$ cat src/sv/assert_macros.svh
// Assertion macros shared by the snpzd modules.
// Each macro expects clk_i and rst_ni to exist in the module that uses it.
`ifndef ASSERT_MACROS_SVH
`define ASSERT_MACROS_SVH

// Condition that must hold at every clock edge outside of reset.
`define SNPZD_ASSERT(label, cond, msg) \
  label: assert property (@(posedge clk_i) disable iff (!rst_ni) (cond)) \
    else $error(msg);

// Consequent that must hold in the cycle after the antecedent.
`define SNPZD_ASSERT_NEXT(label, ante, cons, msg) \
  label: assert property (@(posedge clk_i) disable iff (!rst_ni) (ante) |=> (cons)) \
    else $error(msg);

`endif

$ cat src/sv/snpzd_pkg.sv
// Package for the SNP zygosity distance core: field widths, register indexes,
// the configuration struct and the chunk popcount function. No dependencies.
package snpzd_pkg;

  localparam int unsigned DataW    = 64;
  localparam int unsigned DistW    = 32;
  localparam int unsigned CfgIdxW  = 8;
  localparam int unsigned CfgDataW = 32;
  localparam int unsigned PopW     = 7;

  localparam logic [DistW-1:0] DistMax = '1;

  // Register indexes of the configuration port.
  localparam logic [CfgIdxW-1:0] CFG_DIPLOID_MODE = 8'd0;
  localparam logic [CfgIdxW-1:0] CFG_MISS_SAME    = 8'd1;

  // Current compare settings, handed from the register file to the front end.
  typedef struct packed {
    logic diploid_mode;
    logic miss_same;
  } cfg_t;

  // Number of set bits in a 64-bit chunk, summed as a six-level adder tree.
  function automatic logic [PopW-1:0] popcount64(input logic [DataW-1:0] v);
    logic [PopW-1:0] s [DataW];
    for (int i = 0; i < DataW; i++) begin
      s[i] = {{(PopW-1){1'b0}}, v[i]};
    end
    for (int lvl = 0; lvl < 6; lvl++) begin
      for (int i = 0; i < (32 >> lvl); i++) begin
        s[i] = s[2*i] + s[2*i+1];
      end
    end
    return s[0];
  endfunction

endpackage

$ cat src/sv/snp_zygosity_distance_core.sv
// Top level of the SNP zygosity distance core: configuration registers,
// front end, chunk queue, back end and result queue. Depends on snpzd_pkg.
//
//  Channel  | Handshake                   | Payload
//  ---------+-----------------------------+------------------------------------
//  chunk in | push / full                 | six 64-bit site fields, last_chunk_i
//  result   | empty / pop                 | pair_distance_o (32 bits)
//  config   | cfg_valid_i / cfg_ready_o   | cfg_index_i, cfg_data_i (bit 0 used)
//
// One chunk is taken every clock cycle unless the front end is stalled by a full
// chunk queue; classification with popcount takes one register stage and the
// accumulate takes another. A last chunk's distance passes through the front
// register and the chunk queue, and the back end pushes it straight into the
// result queue, from which it reaches the result ports.
// Reset sets both mode registers to 1 and clears the running distance.
// A full result queue stalls only last chunks in the back end; the two-entry
// chunk queue keeps the front end accepting meanwhile, until it fills.
module snp_zygosity_distance_core #(
  parameter int unsigned CHUNK_BITS = 64
) (
  input  logic                               clk_i,
  input  logic                               rst_ni,
  input  logic                               push,
  output logic                               full,
  input  logic [snpzd_pkg::DataW-1:0]        first_sample_chrom_a_i,
  input  logic [snpzd_pkg::DataW-1:0]        first_sample_chrom_b_i,
  input  logic [snpzd_pkg::DataW-1:0]        second_sample_chrom_a_i,
  input  logic [snpzd_pkg::DataW-1:0]        second_sample_chrom_b_i,
  input  logic [snpzd_pkg::DataW-1:0]        first_missing_mask_i,
  input  logic [snpzd_pkg::DataW-1:0]        second_missing_mask_i,
  input  logic                               last_chunk_i,
  output logic                               empty,
  input  logic                               pop,
  output logic [snpzd_pkg::DistW-1:0]        pair_distance_o,
  input  logic                               cfg_valid_i,
  output logic                               cfg_ready_o,
  input  logic [snpzd_pkg::CfgIdxW-1:0]      cfg_index_i,
  input  logic [snpzd_pkg::CfgDataW-1:0]     cfg_data_i
);

  localparam int unsigned CntW = $clog2(CHUNK_BITS + 1);

  snpzd_pkg::cfg_t             cfg_q, cfg_d;
  logic                        front_ready;
  logic                        f_valid, f_last, q_full;
  logic [CntW-1:0]             f_cnt;
  logic                        q_empty, q_pop;
  logic [CntW:0]               q_rdata;
  logic                        res_push, res_full;
  logic [snpzd_pkg::DistW-1:0] res_dist;

  // Configuration registers; writes are always taken.
  assign cfg_ready_o = 1'b1;

  always_comb begin
    cfg_d = cfg_q;
    if (cfg_valid_i) begin
      unique case (cfg_index_i)
        snpzd_pkg::CFG_DIPLOID_MODE: cfg_d.diploid_mode = cfg_data_i[0];
        snpzd_pkg::CFG_MISS_SAME:    cfg_d.miss_same    = cfg_data_i[0];
        default: ;
      endcase
    end
  end

  always_ff @(posedge clk_i or negedge rst_ni) begin
    if (!rst_ni) begin
      cfg_q.diploid_mode <= 1'b1;
      cfg_q.miss_same    <= 1'b1;
    end else begin
      cfg_q <= cfg_d;
    end
  end

  // Front end: site classification and chunk count.
  assign full = !front_ready;

  snpzd_front #(
    .CHUNK_BITS(CHUNK_BITS)
  ) u_front (
    .clk_i       (clk_i),
    .rst_ni      (rst_ni),
    .cfg_i       (cfg_q),
    .in_valid_i  (push),
    .in_ready_o  (front_ready),
    .p1_i        (first_sample_chrom_a_i),
    .p2_i        (first_sample_chrom_b_i),
    .q1_i        (second_sample_chrom_a_i),
    .q2_i        (second_sample_chrom_b_i),
    .miss1_i     (first_missing_mask_i),
    .miss2_i     (second_missing_mask_i),
    .last_i      (last_chunk_i),
    .out_valid_o (f_valid),
    .out_ready_i (!q_full),
    .out_cnt_o   (f_cnt),
    .out_last_o  (f_last)
  );

  // Chunk queue between the two halves.
  snpzd_fifo #(
    .Width(CntW + 1),
    .Depth(2)
  ) u_chunk_q (
    .clk_i   (clk_i),
    .rst_ni  (rst_ni),
    .push_i  (f_valid),
    .full_o  (q_full),
    .wdata_i ({f_last, f_cnt}),
    .pop_i   (q_pop),
    .empty_o (q_empty),
    .rdata_o (q_rdata)
  );

  // Back end: saturating accumulation per sample pair.
  snpzd_back #(
    .CHUNK_BITS(CHUNK_BITS)
  ) u_back (
    .clk_i      (clk_i),
    .rst_ni     (rst_ni),
    .in_valid_i (!q_empty),
    .in_pop_o   (q_pop),
    .in_cnt_i   (q_rdata[CntW-1:0]),
    .in_last_i  (q_rdata[CntW]),
    .res_push_o (res_push),
    .res_full_i (res_full),
    .res_dist_o (res_dist)
  );

  // Result queue feeding the output ports.
  snpzd_fifo #(
    .Width(snpzd_pkg::DistW),
    .Depth(2)
  ) u_result_q (
    .clk_i   (clk_i),
    .rst_ni  (rst_ni),
    .push_i  (res_push),
    .full_o  (res_full),
    .wdata_i (res_dist),
    .pop_i   (pop),
    .empty_o (empty),
    .rdata_o (pair_distance_o)
  );

endmodule

$ cat src/sv/snpzd_fifo.sv
// Small flip-flop queue with push/full and pop/empty handshakes.
// Depends on assert_macros.svh.
`include "assert_macros.svh"

module snpzd_fifo #(
  parameter int unsigned Width = 8,
  parameter int unsigned Depth = 2
) (
  input  logic             clk_i,
  input  logic             rst_ni,
  input  logic             push_i,
  output logic             full_o,
  input  logic [Width-1:0] wdata_i,
  input  logic             pop_i,
  output logic             empty_o,
  output logic [Width-1:0] rdata_o
);

  localparam int unsigned PtrW = (Depth > 1) ? $clog2(Depth) : 1;
  localparam int unsigned CntW = $clog2(Depth + 1);
  localparam logic [PtrW-1:0] LastPtr = PtrW'(Depth - 1);
  localparam logic [CntW-1:0] FullCnt = CntW'(Depth);

  logic [Width-1:0] mem_q [Depth];
  logic [PtrW-1:0]  wr_ptr_q, wr_ptr_d;
  logic [PtrW-1:0]  rd_ptr_q, rd_ptr_d;
  logic [CntW-1:0]  cnt_q, cnt_d;
  logic             do_push, do_pop;

  assign full_o  = (cnt_q == FullCnt);
  assign empty_o = (cnt_q == '0);
  assign do_push = push_i && !full_o;
  assign do_pop  = pop_i && !empty_o;
  assign rdata_o = mem_q[rd_ptr_q];

  // Pointer wrap and occupancy count.
  always_comb begin
    wr_ptr_d = wr_ptr_q;
    rd_ptr_d = rd_ptr_q;
    cnt_d    = cnt_q;
    if (do_push) begin
      wr_ptr_d = (wr_ptr_q == LastPtr) ? '0 : wr_ptr_q + 1'b1;
    end
    if (do_pop) begin
      rd_ptr_d = (rd_ptr_q == LastPtr) ? '0 : rd_ptr_q + 1'b1;
    end
    if (do_push && !do_pop) begin
      cnt_d = cnt_q + 1'b1;
    end else if (do_pop && !do_push) begin
      cnt_d = cnt_q - 1'b1;
    end
  end

  always_ff @(posedge clk_i or negedge rst_ni) begin
    if (!rst_ni) begin
      wr_ptr_q <= '0;
      rd_ptr_q <= '0;
      cnt_q    <= '0;
    end else begin
      wr_ptr_q <= wr_ptr_d;
      rd_ptr_q <= rd_ptr_d;
      cnt_q    <= cnt_d;
    end
  end

  // Entry storage; payload needs no reset.
  always_ff @(posedge clk_i) begin
    if (do_push) begin
      mem_q[wr_ptr_q] <= wdata_i;
    end
  end

  `SNPZD_ASSERT(a_fifo_cnt_bound, cnt_q <= FullCnt, "queue count above depth")
  `SNPZD_ASSERT_NEXT(a_fifo_cnt_up, do_push && !do_pop, cnt_q == $past(cnt_q) + 1'b1, "queue count did not grow on push")

endmodule

$ cat src/sv/snpzd_front.sv
// Front end: classifies each site of a chunk, counts the differing sites
// and registers the count. Depends on snpzd_pkg.
module snpzd_front #(
  parameter int unsigned CHUNK_BITS = 64
) (
  input  logic                             clk_i,
  input  logic                             rst_ni,
  input  snpzd_pkg::cfg_t                  cfg_i,
  input  logic                             in_valid_i,
  output logic                             in_ready_o,
  input  logic [snpzd_pkg::DataW-1:0]      p1_i,
  input  logic [snpzd_pkg::DataW-1:0]      p2_i,
  input  logic [snpzd_pkg::DataW-1:0]      q1_i,
  input  logic [snpzd_pkg::DataW-1:0]      q2_i,
  input  logic [snpzd_pkg::DataW-1:0]      miss1_i,
  input  logic [snpzd_pkg::DataW-1:0]      miss2_i,
  input  logic                             last_i,
  output logic                             out_valid_o,
  input  logic                             out_ready_i,
  output logic [$clog2(CHUNK_BITS+1)-1:0]  out_cnt_o,
  output logic                             out_last_o
);

  localparam int unsigned CntW = $clog2(CHUNK_BITS + 1);
  localparam logic [snpzd_pkg::DataW-1:0] SiteMask =
      (CHUNK_BITS >= snpzd_pkg::DataW) ? '1
                                       : ((64'd1 << CHUNK_BITS) - 64'd1);

  logic [snpzd_pkg::DataW-1:0] hap_same, het, dom, rec, dip_same;
  logic [snpzd_pkg::DataW-1:0] same, missing, same_m, differ;
  logic [snpzd_pkg::PopW-1:0]  pop;
  logic                        valid_q, valid_d;
  logic [CntW-1:0]             cnt_q;
  logic                        last_q;
  logic                        take;

  // Site agreement in both modes, then the missing-site override.
  always_comb begin
    hap_same = ~(p1_i ^ q1_i);
    het      = (p1_i ^ p2_i) & (q1_i ^ q2_i);
    dom      = (p1_i & p2_i) & (q1_i & q2_i);
    rec      = ~(p1_i | p2_i) & ~(q1_i | q2_i);
    dip_same = het | dom | rec;
    same     = cfg_i.diploid_mode ? dip_same : hap_same;
    missing  = miss1_i | miss2_i;
    same_m   = cfg_i.miss_same ? (same | missing) : (same & ~missing);
    differ   = ~same_m & SiteMask;
    pop      = snpzd_pkg::popcount64(differ);
  end

  // Output stage register; it refills in the same cycle it drains.
  assign in_ready_o = !valid_q || out_ready_i;
  assign take       = in_valid_i && in_ready_o;

  always_comb begin
    valid_d = valid_q;
    if (take) begin
      valid_d = 1'b1;
    end else if (out_ready_i) begin
      valid_d = 1'b0;
    end
  end

  always_ff @(posedge clk_i or negedge rst_ni) begin
    if (!rst_ni) begin
      valid_q <= 1'b0;
    end else begin
      valid_q <= valid_d;
    end
  end

  always_ff @(posedge clk_i) begin
    if (take) begin
      cnt_q  <= pop[CntW-1:0];
      last_q <= last_i;
    end
  end

  assign out_valid_o = valid_q;
  assign out_cnt_o   = cnt_q;
  assign out_last_o  = last_q;

endmodule

$ cat src/sv/snpzd_back.sv
// Back end: adds chunk counts into the saturating running distance and
// hands the total to the result queue on the last chunk. Depends on snpzd_pkg.
`include "assert_macros.svh"

module snpzd_back #(
  parameter int unsigned CHUNK_BITS = 64
) (
  input  logic                             clk_i,
  input  logic                             rst_ni,
  input  logic                             in_valid_i,
  output logic                             in_pop_o,
  input  logic [$clog2(CHUNK_BITS+1)-1:0]  in_cnt_i,
  input  logic                             in_last_i,
  output logic                             res_push_o,
  input  logic                             res_full_i,
  output logic [snpzd_pkg::DistW-1:0]      res_dist_o
);

  logic [snpzd_pkg::DistW-1:0] acc_q, acc_d;
  logic [snpzd_pkg::DistW:0]   sum;
  logic [snpzd_pkg::DistW-1:0] sat;
  logic                        consume, end_pair;

  // Saturating add of the chunk count.
  assign sum = {1'b0, acc_q} + (snpzd_pkg::DistW+1)'(in_cnt_i);
  assign sat = sum[snpzd_pkg::DistW] ? snpzd_pkg::DistMax : sum[snpzd_pkg::DistW-1:0];

  // A last chunk waits only when the result queue has no room.
  assign consume    = in_valid_i && (!in_last_i || !res_full_i);
  assign end_pair   = consume && in_last_i;
  assign in_pop_o   = consume;
  assign res_push_o = end_pair;
  assign res_dist_o = sat;

  always_comb begin
    acc_d = acc_q;
    if (end_pair) begin
      acc_d = '0;
    end else if (consume) begin
      acc_d = sat;
    end
  end

  always_ff @(posedge clk_i or negedge rst_ni) begin
    if (!rst_ni) begin
      acc_q <= '0;
    end else begin
      acc_q <= acc_d;
    end
  end

  `SNPZD_ASSERT_NEXT(a_back_clear, end_pair, acc_q == '0, "running distance not cleared after pair")
  `SNPZD_ASSERT_NEXT(a_back_mono, !end_pair, acc_q >= $past(acc_q), "running distance decreased within a pair")

endmodule
$ cat config.mk
export PLATFORM = sky130hd
export DESIGN_NAME = snp_zygosity_distance_core
export DESIGN_NICKNAME = d
export VERILOG_FILES = /design/src/sv/snpzd_pkg.sv /design/src/sv/snp_zygosity_distance_core.sv /design/src/sv/snpzd_fifo.sv /design/src/sv/snpzd_front.sv /design/src/sv/snpzd_back.sv
export VERILOG_INCLUDE_DIRS = /design/src /design/src/sv
export SDC_FILE = /design/constraint.sdc
export NUM_CORES = 1
export LEC_CHECK = 0
export BUFFER_PORTS_ARGS = -buffer_cell sky130_fd_sc_hd__buf_2
export CAP_MARGIN = 20
export CORE_MARGIN = 2
export CORE_UTILIZATION = 32
export DETAILED_ROUTE_END_ITERATION = 8
export PLACE_DENSITY = 0.51
export SYNTH_ARGS = -nofsm -noshare
export SYNTH_HDL_FRONTEND = slang
export SYNTH_SLANG_ARGS = --single-unit
$ cat constraint.sdc
create_clock -name clk_i -period 10 [get_ports clk_i]
set_input_delay 1 -clock clk_i [delete_from_list [all_inputs] [get_ports clk_i]]
set_output_delay 1 -clock clk_i [all_outputs]
set_load 0.02 [all_outputs]
; ---- Yosys cells after proc, flatten, opt, wreduce, memory -nomap -nowiden
; Memories as Yosys holds them, arrays and structs flattened.
; Cells that the tools add are included.
[totals]
input_bits = 430
register_bits = 51
memories = 2
ramBits = 80
[mem_list]
columns = name, depth, width, rd, rd_clocked_by_memory_dff, wr, line
row1 = u_result_q.mem_q, 2, 32, 1, 0, 1, snpzd_fifo.sv:24  ; logic [Width-1:0] mem_q [Depth];
row2 = u_chunk_q.mem_q, 2, 8, 1, 0, 1, snpzd_fifo.sv:24
[classes]
n_eq_ne = 4
n_reduce_logical = 32
mux = 19
bitwise_logic = 20
add_sub_neg = 72
[op_table]
columns = cell, n
row1 = $and A64 B64 Y64, 6
row2 = $or A64 B64 Y64, 6
row3 = $not A64 Y64, 5
row4 = $add A7 B7 Y7, 31
row5 = $xor A64 B64 Y64, 3
row6 = $mux W64, 2
row7 = $mux W32, 3
row8 = $add A1 B1 Y2, 32
row9 = $add A32 B7 Y33, 1
row10 = $logic_and A1 B1 Y1, 11
row11 = $logic_not A1 Y1, 11
row12 = $mux W1, 10
row13 = $eq A8 B1 Y1 const B, 1
row14 = $logic_not A8 Y1, 1
row15 = $mux W2, 4
row16 = $reduce_bool A2 Y1, 3
row17 = $add A1 B1 Y1 const B, 4
row18 = $add A2 B1 Y2 const B, 2
row19 = $eq A2 B2 Y1 const B, 2
row20 = $logic_not A2 Y1, 2
row21 = $reduce_and A2 Y1, 2
row22 = $sub A2 B1 Y2 const B, 2
row23 = $logic_or A1 B1 Y1, 2
row24 = $ne A2 B2 Y1 const B, 1

; ---- Depth between registers and ports, before layout
; Gate-level depths: netlist (run 1).
[logic_depth]
depth_word = 14
mapped_depth = 28
ltp_nobuf = 28

; ---- Cells and area by module
; From an unflattened synthesis (run 1), not the netlist that was laid out.
[hier_totals]
hier_cells = 1549
hier_area_um2 = 15339.7
[modules_own_cells]
columns = mod, n_inst, cells_per_inst, area_per_inst_um2
row1 = snpzd_front, 1, 1072, 9163.8
row2 = snpzd_fifo (u_result_q), 1, 119, 2658.8
row3 = snpzd_back, 1, 300, 2613.8
row4 = snpzd_fifo (u_chunk_q), 1, 44, 774.5
row5 = snp_zygosity_distance_core, 1, 14, 128.9

; ---- Worst setup path after synthesis (run 1)
; OpenSTA, ideal clock, no wires.
[synth_path]
path_type = input port to flip-flop
start = input port second_sample_chrom_a_i[62] in the netlist's numbering
end = register u_front.cnt_q[5], in the netlist u_front.out_cnt_o[5], data pin
path_buffers = 0
setup_time_ps = 258
t_arrival_ps = 6695
path_stages = 26
required_ps = 9742
path_slack_ps = 3047
cell_sequence = inv_1 -> ha_1 -> a222oi_1 -> mux2i_1 -> mux2i_1 -> ha_1 -> inv_1 -> fa_1 -> inv_1 -> fa_1 -> inv_1 -> fa_1 -> inv_1 -> fa_1 -> fa_1 -> fa_1 -> inv_1 -> fa_1 -> inv_1 -> ha_1 -> inv_1 -> fa_1 -> inv_1 -> a21o_1 -> a21oi_1 -> xnor2_1
[synth_via]
elab_chain_len = 14
[synth_lines]
columns = item, line
row1 = start: declaration, snp_zygosity_distance_core.sv:27  ; input logic [snpzd_pkg::DataW-1:0] second_sample_chrom_a_i,
row2 = "$xor A64 B64 Y64, or another cell as far along", snpzd_front.sv:40  ; het = (p1_i ^ p2_i) & (q1_i ^ q2_i);
row3 = "$and A64 B64 Y64, or another cell as far along", snpzd_front.sv:40
row4 = $or A64 B64 Y64 / $and A64 B64 Y64 (equally long branches), "snpzd_front.sv:43, snpzd_front.sv:42"
row5 = $or A64 B64 Y64, snpzd_front.sv:43  ; dip_same = het | dom | rec;
row6 = $mux W64 (*), snpzd_front.sv:44  ; same = cfg_i.diploid_mode ? dip_same : hap_same;
row7 = $and A64 B64 Y64 / $or A64 B64 Y64 (equally long branches), snpzd_front.sv:46  ; same_m = cfg_i.miss_same ? (same | missing) : (same & ~missing);
row8 = $mux W64 (*), snpzd_front.sv:46
row9 = $not A64 Y64 (*), snpzd_front.sv:47  ; differ = ~same_m & SiteMask;
row10 = $add A1 B1 Y2 (*), snpzd_pkg.sv:31  ; s[i] = s[2*i] + s[2*i+1];
row11 = $add A7 B7 Y7 (*) (5 in series), snpzd_pkg.sv:31
row12 = net u_front.pop (one bit), snpzd_front.sv:31  ; logic [snpzd_pkg::PopW-1:0] pop;
row13 = end signal: assignment, snpzd_front.sv:74  ; cnt_q <= pop[CntW-1:0];
row14 = end: declaration, snpzd_front.sv:33  ; logic [CntW-1:0] cnt_q;
; The timed path passes the listed nets; every way through them passes the cells marked *.
; A chain may end at the register's enable or synchronous reset.

; ---- Worst setup path in the final report (run 1)
[layout_path]
start = register cfg_q[1] in the netlist's numbering
end = register u_front.cnt_q[5], in the netlist u_front.out_cnt_o[5], data pin
[layout_via]
elab_chain_len = 10
[layout_lines]
columns = item, line
row1 = start: declaration, snp_zygosity_distance_core.sv:43  ; snpzd_pkg::cfg_t cfg_q, cfg_d;
row2 = start signal: assignment, snp_zygosity_distance_core.sv:71  ; cfg_q <= cfg_d;
row3 = $mux W64 (*), snpzd_front.sv:44
row4 = $and A64 B64 Y64 / $or A64 B64 Y64 (equally long branches), snpzd_front.sv:46
row5 = $mux W64 (*), snpzd_front.sv:46
row6 = $not A64 Y64 (*), snpzd_front.sv:47
row7 = $add A1 B1 Y2, snpzd_pkg.sv:31
row8 = $add A7 B7 Y7 (4 in series), snpzd_pkg.sv:31
row9 = $add A7 B7 Y7 (*), snpzd_pkg.sv:31
row10 = net u_front.pop (one bit), snpzd_front.sv:31
; Marked as above.

==> results of run 1 <==
==> metal layers <==
layer	part of all wire, %	up-vias	track usage (%)
met5	0.15	-	0
met4	1.8	10	3.76
met3	5.3	56	3.36
met2	54	332	33.9
met1	39	5910	19.3
li1	-	6181	-
==> layout by cell type (no fill, tap or decap), types with 21 or more instances in the layout <==
| cell | count |
|---|---|
| a21oi_1 | 22 |
| a222oi_1 | 64 |
| buf_2 | 432 |
| dfrtp_1 | 41 |
| edfxtp_1 | 88 |
| fa_1 | 61 |
| ha_1 | 308 |
| inv_1 | 361 |
| mux2_2 | 40 |
| mux2i_1 | 134 |
| nand2_1 | 46 |
| nor2_1 | 94 |
| o21ai_0 | 21 |
| xnor2_1 | 25 |
| xor2_1 | 71 |
==> area by class of cell <==
type / count / area (sq um) / share of cell area, %
multi-input combinational: 1043 / 10300 / 54.3
sequential: 131 / 3720 / 19.6
timing repair buffer: 442 / 2250 / 11.8
inverter: 361 / 1360 / 7.12
tap: 615 / 769 / 4.04
clock buffer: 17 / 425 / 2.24
clock inverter: 15 / 155 / 0.816
antenna: 4 / 10.0 / 0.0526
==> flip-flops by register name (all words and copies together), names as in the netlist, 2 cells and up <==
register / count
u_result_q.mem_q: 64
u_back.acc_q: 32
u_chunk_q.mem_q: 16
u_front.out_cnt_o: 7
cfg_q: 2
u_chunk_q.cnt_q: 2
u_result_q.cnt_q: 2
==> stage by stage <==
step	hold slack, ns	instances
floorplan	0.421	1580
global placement	0.429	2591
detailed placement	0.430	2591
CTS	0.445	2623
global route	0.454	2627
finish	0.445	2628
==> logic make-up (layout without fill, tap and decap cells) <==
family	count (synthesis)	count (layout)
adders and majority gates	369	369
buffers and inverters	406	835
AOI/OAI and AO/OA	168	168
muxes	174	174
xor gates and xnor gates	96	96
other	1	5
and+or+nand+nor	235	235
DFF	131	131
==> final timing paths <==
check,slack (ns),cells after the start,to
worst max-delay path,2.66,24,u_front.out_cnt_o[5]
worst min-delay path,0.45,0,u_chunk_q.mem_q[0][2]
worst max register to register,2.66,24,u_front.out_cnt_o[5]
worst min register to register,0.45,0,u_chunk_q.mem_q[0][2]
max in group asynchronous,8.90,2,u_back.acc_q[28]
min in group asynchronous,0.68,2,u_chunk_q.cnt_q[1]
==> power groups by stage <==
stage	Sequential, mW	Combinational (mW)	Clock [mW]
2_1_floorplan	1.08	3.24	0
3_3_place_gp	1.12	4.22	0
3_5_place_dp	1.12	4.29	0
4_1_cts	1.11	4.31	0.619
5_1_grt	1.13	4.88	0.643
6_report	1.11	4.18	0.605
==> worst register-to-register path, delay by kind of cell, from the launching register on <==
kind | cells | cell delay [ns]
flops | 1 | 1.04
buf+inv | 9 | 0.82
mux | 2 | 0.54
xor+xnor | 1 | 0.12
compound gates | 2 | 0.17
fa+ha+maj | 10 | 4.39
==> out/qor.yml, run 1 <==
clocking:
  postCtsHoldBufs: 0
  cts_tree: "built"
  clk_pin_slew_worst_paths_ns: 0.07
  cts_root_buf: "clkbuf_16"
  cts_buffer_depth: 2
  cts_made_buffers: 17
  cts_resized: 0
  clkLatencyLatePin_ns: 0.42
  cts.sink_count: 131
  h-tree-depth: 4
  post_cts.repair.setup_buffers: 0
sta:
  worst_pin_slew_ns: 0.948
  fin_crit_sh_pct: 73.4
  final.setup.tns_ns: 0
  relSlewSlack_pct: 36.8
  setup_viol: 0
  fin_crit_ns: 7.34
  timing.final.ws_setup_ns: 2.66
  maxSlewViolCount: 0
  finalClockSkew_ns: 0.0137
  hold_viol_final: 0
  rsz0062_at_grt: "no"
  fmax_mhz: 136
synthesis:
  async_reset_ff_share_pct: 32.8
  synthXorXnorAreaFrac_pct: 5.39
  synth.avg_cell_area_sq_um: 9.88
  ys_seq_area_share_pct: 23.8
  synth_top_area_share_pct: 24.7
  ys_warn_count: 0
  synthSimpleGateAreaFrac_pct: 7.61
  synth_most_common_cell: "inv_1"
  synth_top_area_cell: "ha_1"
  syn-num-nets: 2379
  netlist_instances: 1580
  synth_top_family_by_area: "adder cells"
  synthAdderAreaFrac_pct: 32.5
  synth_edf_count: 88
  synth_common_cells: "361 x inv_1, 308 x ha_1, 134 x mux2i_1, 94 x nor2_1, 88 x edfxtp_1"
  ys.flop_type: "edfxtp_1"
  syn_area_sq_um: 15600
  synth-seq-cells: 131
  yosysUniqueCellTypes: 70
  synth_compound_area_share_pct: 9.17
  synthMuxAreaShare_pct: 11.5
  synth.area.top_cells: "ha_1 25%, edfxtp_1 17%, inv_1 8.7%"
die:
  chipWidth_um: 225
  die_area_sq_um: 50500
  core_area_sq_um: 47900
  die_h_um: 225
  std_cell_rows: 80
  start_util_pct: 32.5
  io_pins: 465
setup_path:
  crit_path_max_fanout: 36
  path_class: "reg2reg"
  slowest_stage: "dfstp_4"
  required_ns: 10.18
  crit_path_cell_trace: "buf_12 > mux2i_1 > mux2i_1 > ha_1 > inv_1 > fa_1 > inv_1 > fa_1 > inv_1 > fa_1 > inv_1 > fa_1 > inv_1 > fa_1 > fa_1 > fa_1 > inv_1 > ha_1 > inv_1 > fa_1 > inv_1 > a21o_1 > a21oi_1 > xnor2_1"
  crit_family: "adder cells"
  cp-end-kind: "flop"
  arrival_ns: 7.52
  crit_start: "cfg_q[1]"
  path_buf_inv: 9
  rr_startpoint: "cfg_q[1]"
  crit_path_start_kind: "flop"
  cpPeakStageDelay_ns: 1.04
pwr:
  power.density_nw_per_um2: 310
  pwr-share-clk_pct: 10.3
  netSwitchingFraction_pct: 45.3
  p_leak_nw: 9.91
  switchingPower_mw: 2.67
  power_mw: 5.90
  vdd_drop_max_v: 0.000944
  p_comb_share_pct: 70.9
  power_frac_seq_pct: 18.8
  p_int_mw: 3.22
layout:
  final_area_sq_um: 19000
  drive_gt1_share_pct: 26.9
  area_growth_pct: 21.9
  fill_cells: 4746
  nNetsFinal: 2795
  final_core_util_pct: 39.7
drt:
  via_per_inst: 4.75
  firstDrtPassIters: 7
  drt_iter0_markers: 731
  ant_nets: 0
  wl_per_cell_um: 16.9
  drcViolationCount: 0
  wl_um: 44500
  vias: 12500
place:
  pre_cts_slack_ns: 2.29
  io_buffers: 432
  placedInstanceArea_sq_um: 18400
  place_congestion: 0.851
  place_hpwl_um: 37600
outcome:
  outcome: "completed"
hold_path:
  hold_start: "u_front.out_cnt_o[2]"
  hold_class: "reg2reg"
global_route:
  grt_overflow: 0
  grt_max_degree: 44
  grt_pass1_vias: 12800
  antenna_found_initial: 16
  grt_use_total_pct: 17.4
  grt_pass1_wl_um: 68200
run:
  drv_cap: 0
Note: power is estimated with default switching activity, not from simulation.
==> inputs of run 2 (changes only) <==
- PLACE_DENSITY: 0.51 -> 0.53
- clock period: 10 -> 6.7 ns (I/O delays scaled with it)
==> out/qor.yml, run 2 (same netlist as run 1, synthesis figures left out) <==
die:
  std_cell_rows: 80
  io_pins: 465
  die_h_um: 225
  die_area_sq_um: 50500
  core_area_sq_um: 47900
  start_util_pct: 32.5
  chipWidth_um: 225
global_route:
  antenna_found_initial: 17
  grt_max_degree: 46
  grt_pass1_vias: 14000
  grt_overflow: 0
  grt_use_total_pct: 18.3
  grt_pass1_wl_um: 72100
setup_path:
  crit_path_start_kind: "flop"
  required_ns: 6.87
  cp-end-kind: "flop"
  crit_path_max_fanout: 6
  r2r_slack_ns: 0.16
  arrival_ns: 6.71
  path_class: "reg2reg"
clocking:
  clkLatencyLatePin_ns: 0.42
  h-tree-depth: 4
  postCtsHoldBufs: 0
  cts_root_buf: "clkbuf_16"
  cts_buffer_depth: 2
  cts.sink_count: 131
  cts_made_buffers: 17
  cts_tree: "built"
  clk_pin_slew_worst_paths_ns: 0.06
layout:
  area_growth_pct: 33.3
  final_cell_mix: "428 x buf_2, 337 x inv_1, 300 x ha_1"
  regArea_sq_um: 3720
  fill_cells: 4623
  final_common_cell: "buf_2"
  top_regs: "u_result_q.mem_q (64), u_back.acc_q (32), u_chunk_q.mem_q (16)"
  multi_input_area_sq_um: 10500
  largest_reg_flops: 64
  regMostFlops: "u_result_q.mem_q"
  nNetsFinal: 3000
  drive_gt1_share_pct: 36.2
place:
  place_congestion: 0.890
  io_buffers: 432
  pre_cts_slack_ns: -0.553
  place_hpwl_um: 40100
drt:
  drt_iter0_markers: 659
  wl_per_cell_um: 16.5
  firstDrtPassIters: 7
  wl_um: 46900
  drcViolationCount: 0
  vias: 13400
  via_per_inst: 4.72
  ant_nets: 0
sta:
  fin_crit_ns: 6.54
  fin_crit_sh_pct: 97.7
  maxSlewViolCount: 0
  worst_pin_slew_ns: 1.05
  fmax_mhz: 153
  timing.final.ws_setup_ns: 0.155
  setup_viol: 0
  hold_viol_final: 0
  rsz0062_at_grt: "yes"
  relSlewSlack_pct: 29.8
  finalClockSkew_ns: 0.00541
pwr:
  p_leak_nw: 10.9
  power_mw: 10.1
  power.density_nw_per_um2: 486
  vdd_drop_max_v: 0.00143
outcome:
  outcome: "completed"
hold_path:
  hold_class: "in2async"
run:
  drv_cap: 0
## run 2: changes by cell type in the layout (fill, tap and decap cells not counted), sizes merged
cell      delta
buf        +205
bufinv       +2
clkinv       +3
clkinvlp     +1
diode        +2
inv          -6
## run 2: worst max-delay path, cell delays in order (launching register included)
cell and delay [ns]:
dfstp_4 0.71, buf_12 0.14, buf_6 0.10, mux2i_1 0.31, mux2i_1 0.19, ha_1 0.35
fa_2 0.58, inv_2 0.04, fa_2 0.33, fa_1 0.50, fa_1 0.51, inv_2 0.04
fa_1 0.46, fa_1 0.57, inv_2 0.04, fa_1 0.45, inv_1 0.07, ha_2 0.18
inv_2 0.04, fa_2 0.34, inv_2 0.05, a21o_1 0.11, a21oi_2 0.05, xnor2_1 0.12
## run 2: worst paths after layout
| check | end | from | depth (start not counted) |
|---|---|---|---|
| worst max register to register | u_front.out_cnt_o[5] | cfg_q[1] | 23 |
| worst max-delay path | u_front.out_cnt_o[5] | cfg_q[1] | 23 |
| min in group clk_i | u_chunk_q.mem_q[1][1] | u_front.out_cnt_o[1] | 0 |
| worst min-delay path | u_back.acc_q[1] | rst_ni | 2 |
| worst min register to register | u_chunk_q.mem_q[1][1] | u_front.out_cnt_o[1] | 0 |
| max in group asynchronous | u_back.acc_q[29] | rst_ni | 2 |
## run 2: cell type report
class	instances	area share, %
Clock buffer	17	2.05
Sequential cell	131	17.9
Clock inverter	15	0.758
Antenna cell	6	0.0722
Multi-Input combinational cell	1043	50.4
Tap cell	615	3.70
Inverter	361	6.52
Timing Repair Buffer	647	18.6
## run 2: repair_timing
action	in CTS	in global routing
setup buffers	3	7
pin swaps	12	57
endpoints found under the setup margin	4	5
gates resized for setup	12	60
## run 2: per-stage QoR
stage / hold WS (ns) / util, % / area (sq um) / TNS [ns] / cells
detailed placement: 0.434 / 41.5 / 19900 / -2.20 / 2787
floorplan: 0.374 / - / 15600 / 0 / 1580
global route: 0.388 / 43.4 / 20800 / -0.162 / 2833
CTS: 0.366 / 42.9 / 20600 / 0 / 2822
finish: 0.358 / 43.4 / 20800 / 0 / 2835
global placement: 0.429 / 41.5 / 19900 / -1.74 / 2787
## run 2: metal layers
metal  wire length (um)  share of wire, %  global-route usage (%)
met3               2360               5.0                    3.50
met5                 75              0.16                       0
met1              18100                39                    20.0
met2              25200                54                    35.7
met4               1180               2.5                    5.13
## run 2: where the power goes
part | leakage (nW) | internal (mW) | switching, mW
combinational | 9.23 | 3.72 | 3.81
clock | 0.273 | 0.550 | 0.364
sequential | 1.39 | 1.54 | 0.116
total | 10.9 | 5.81 | 4.29
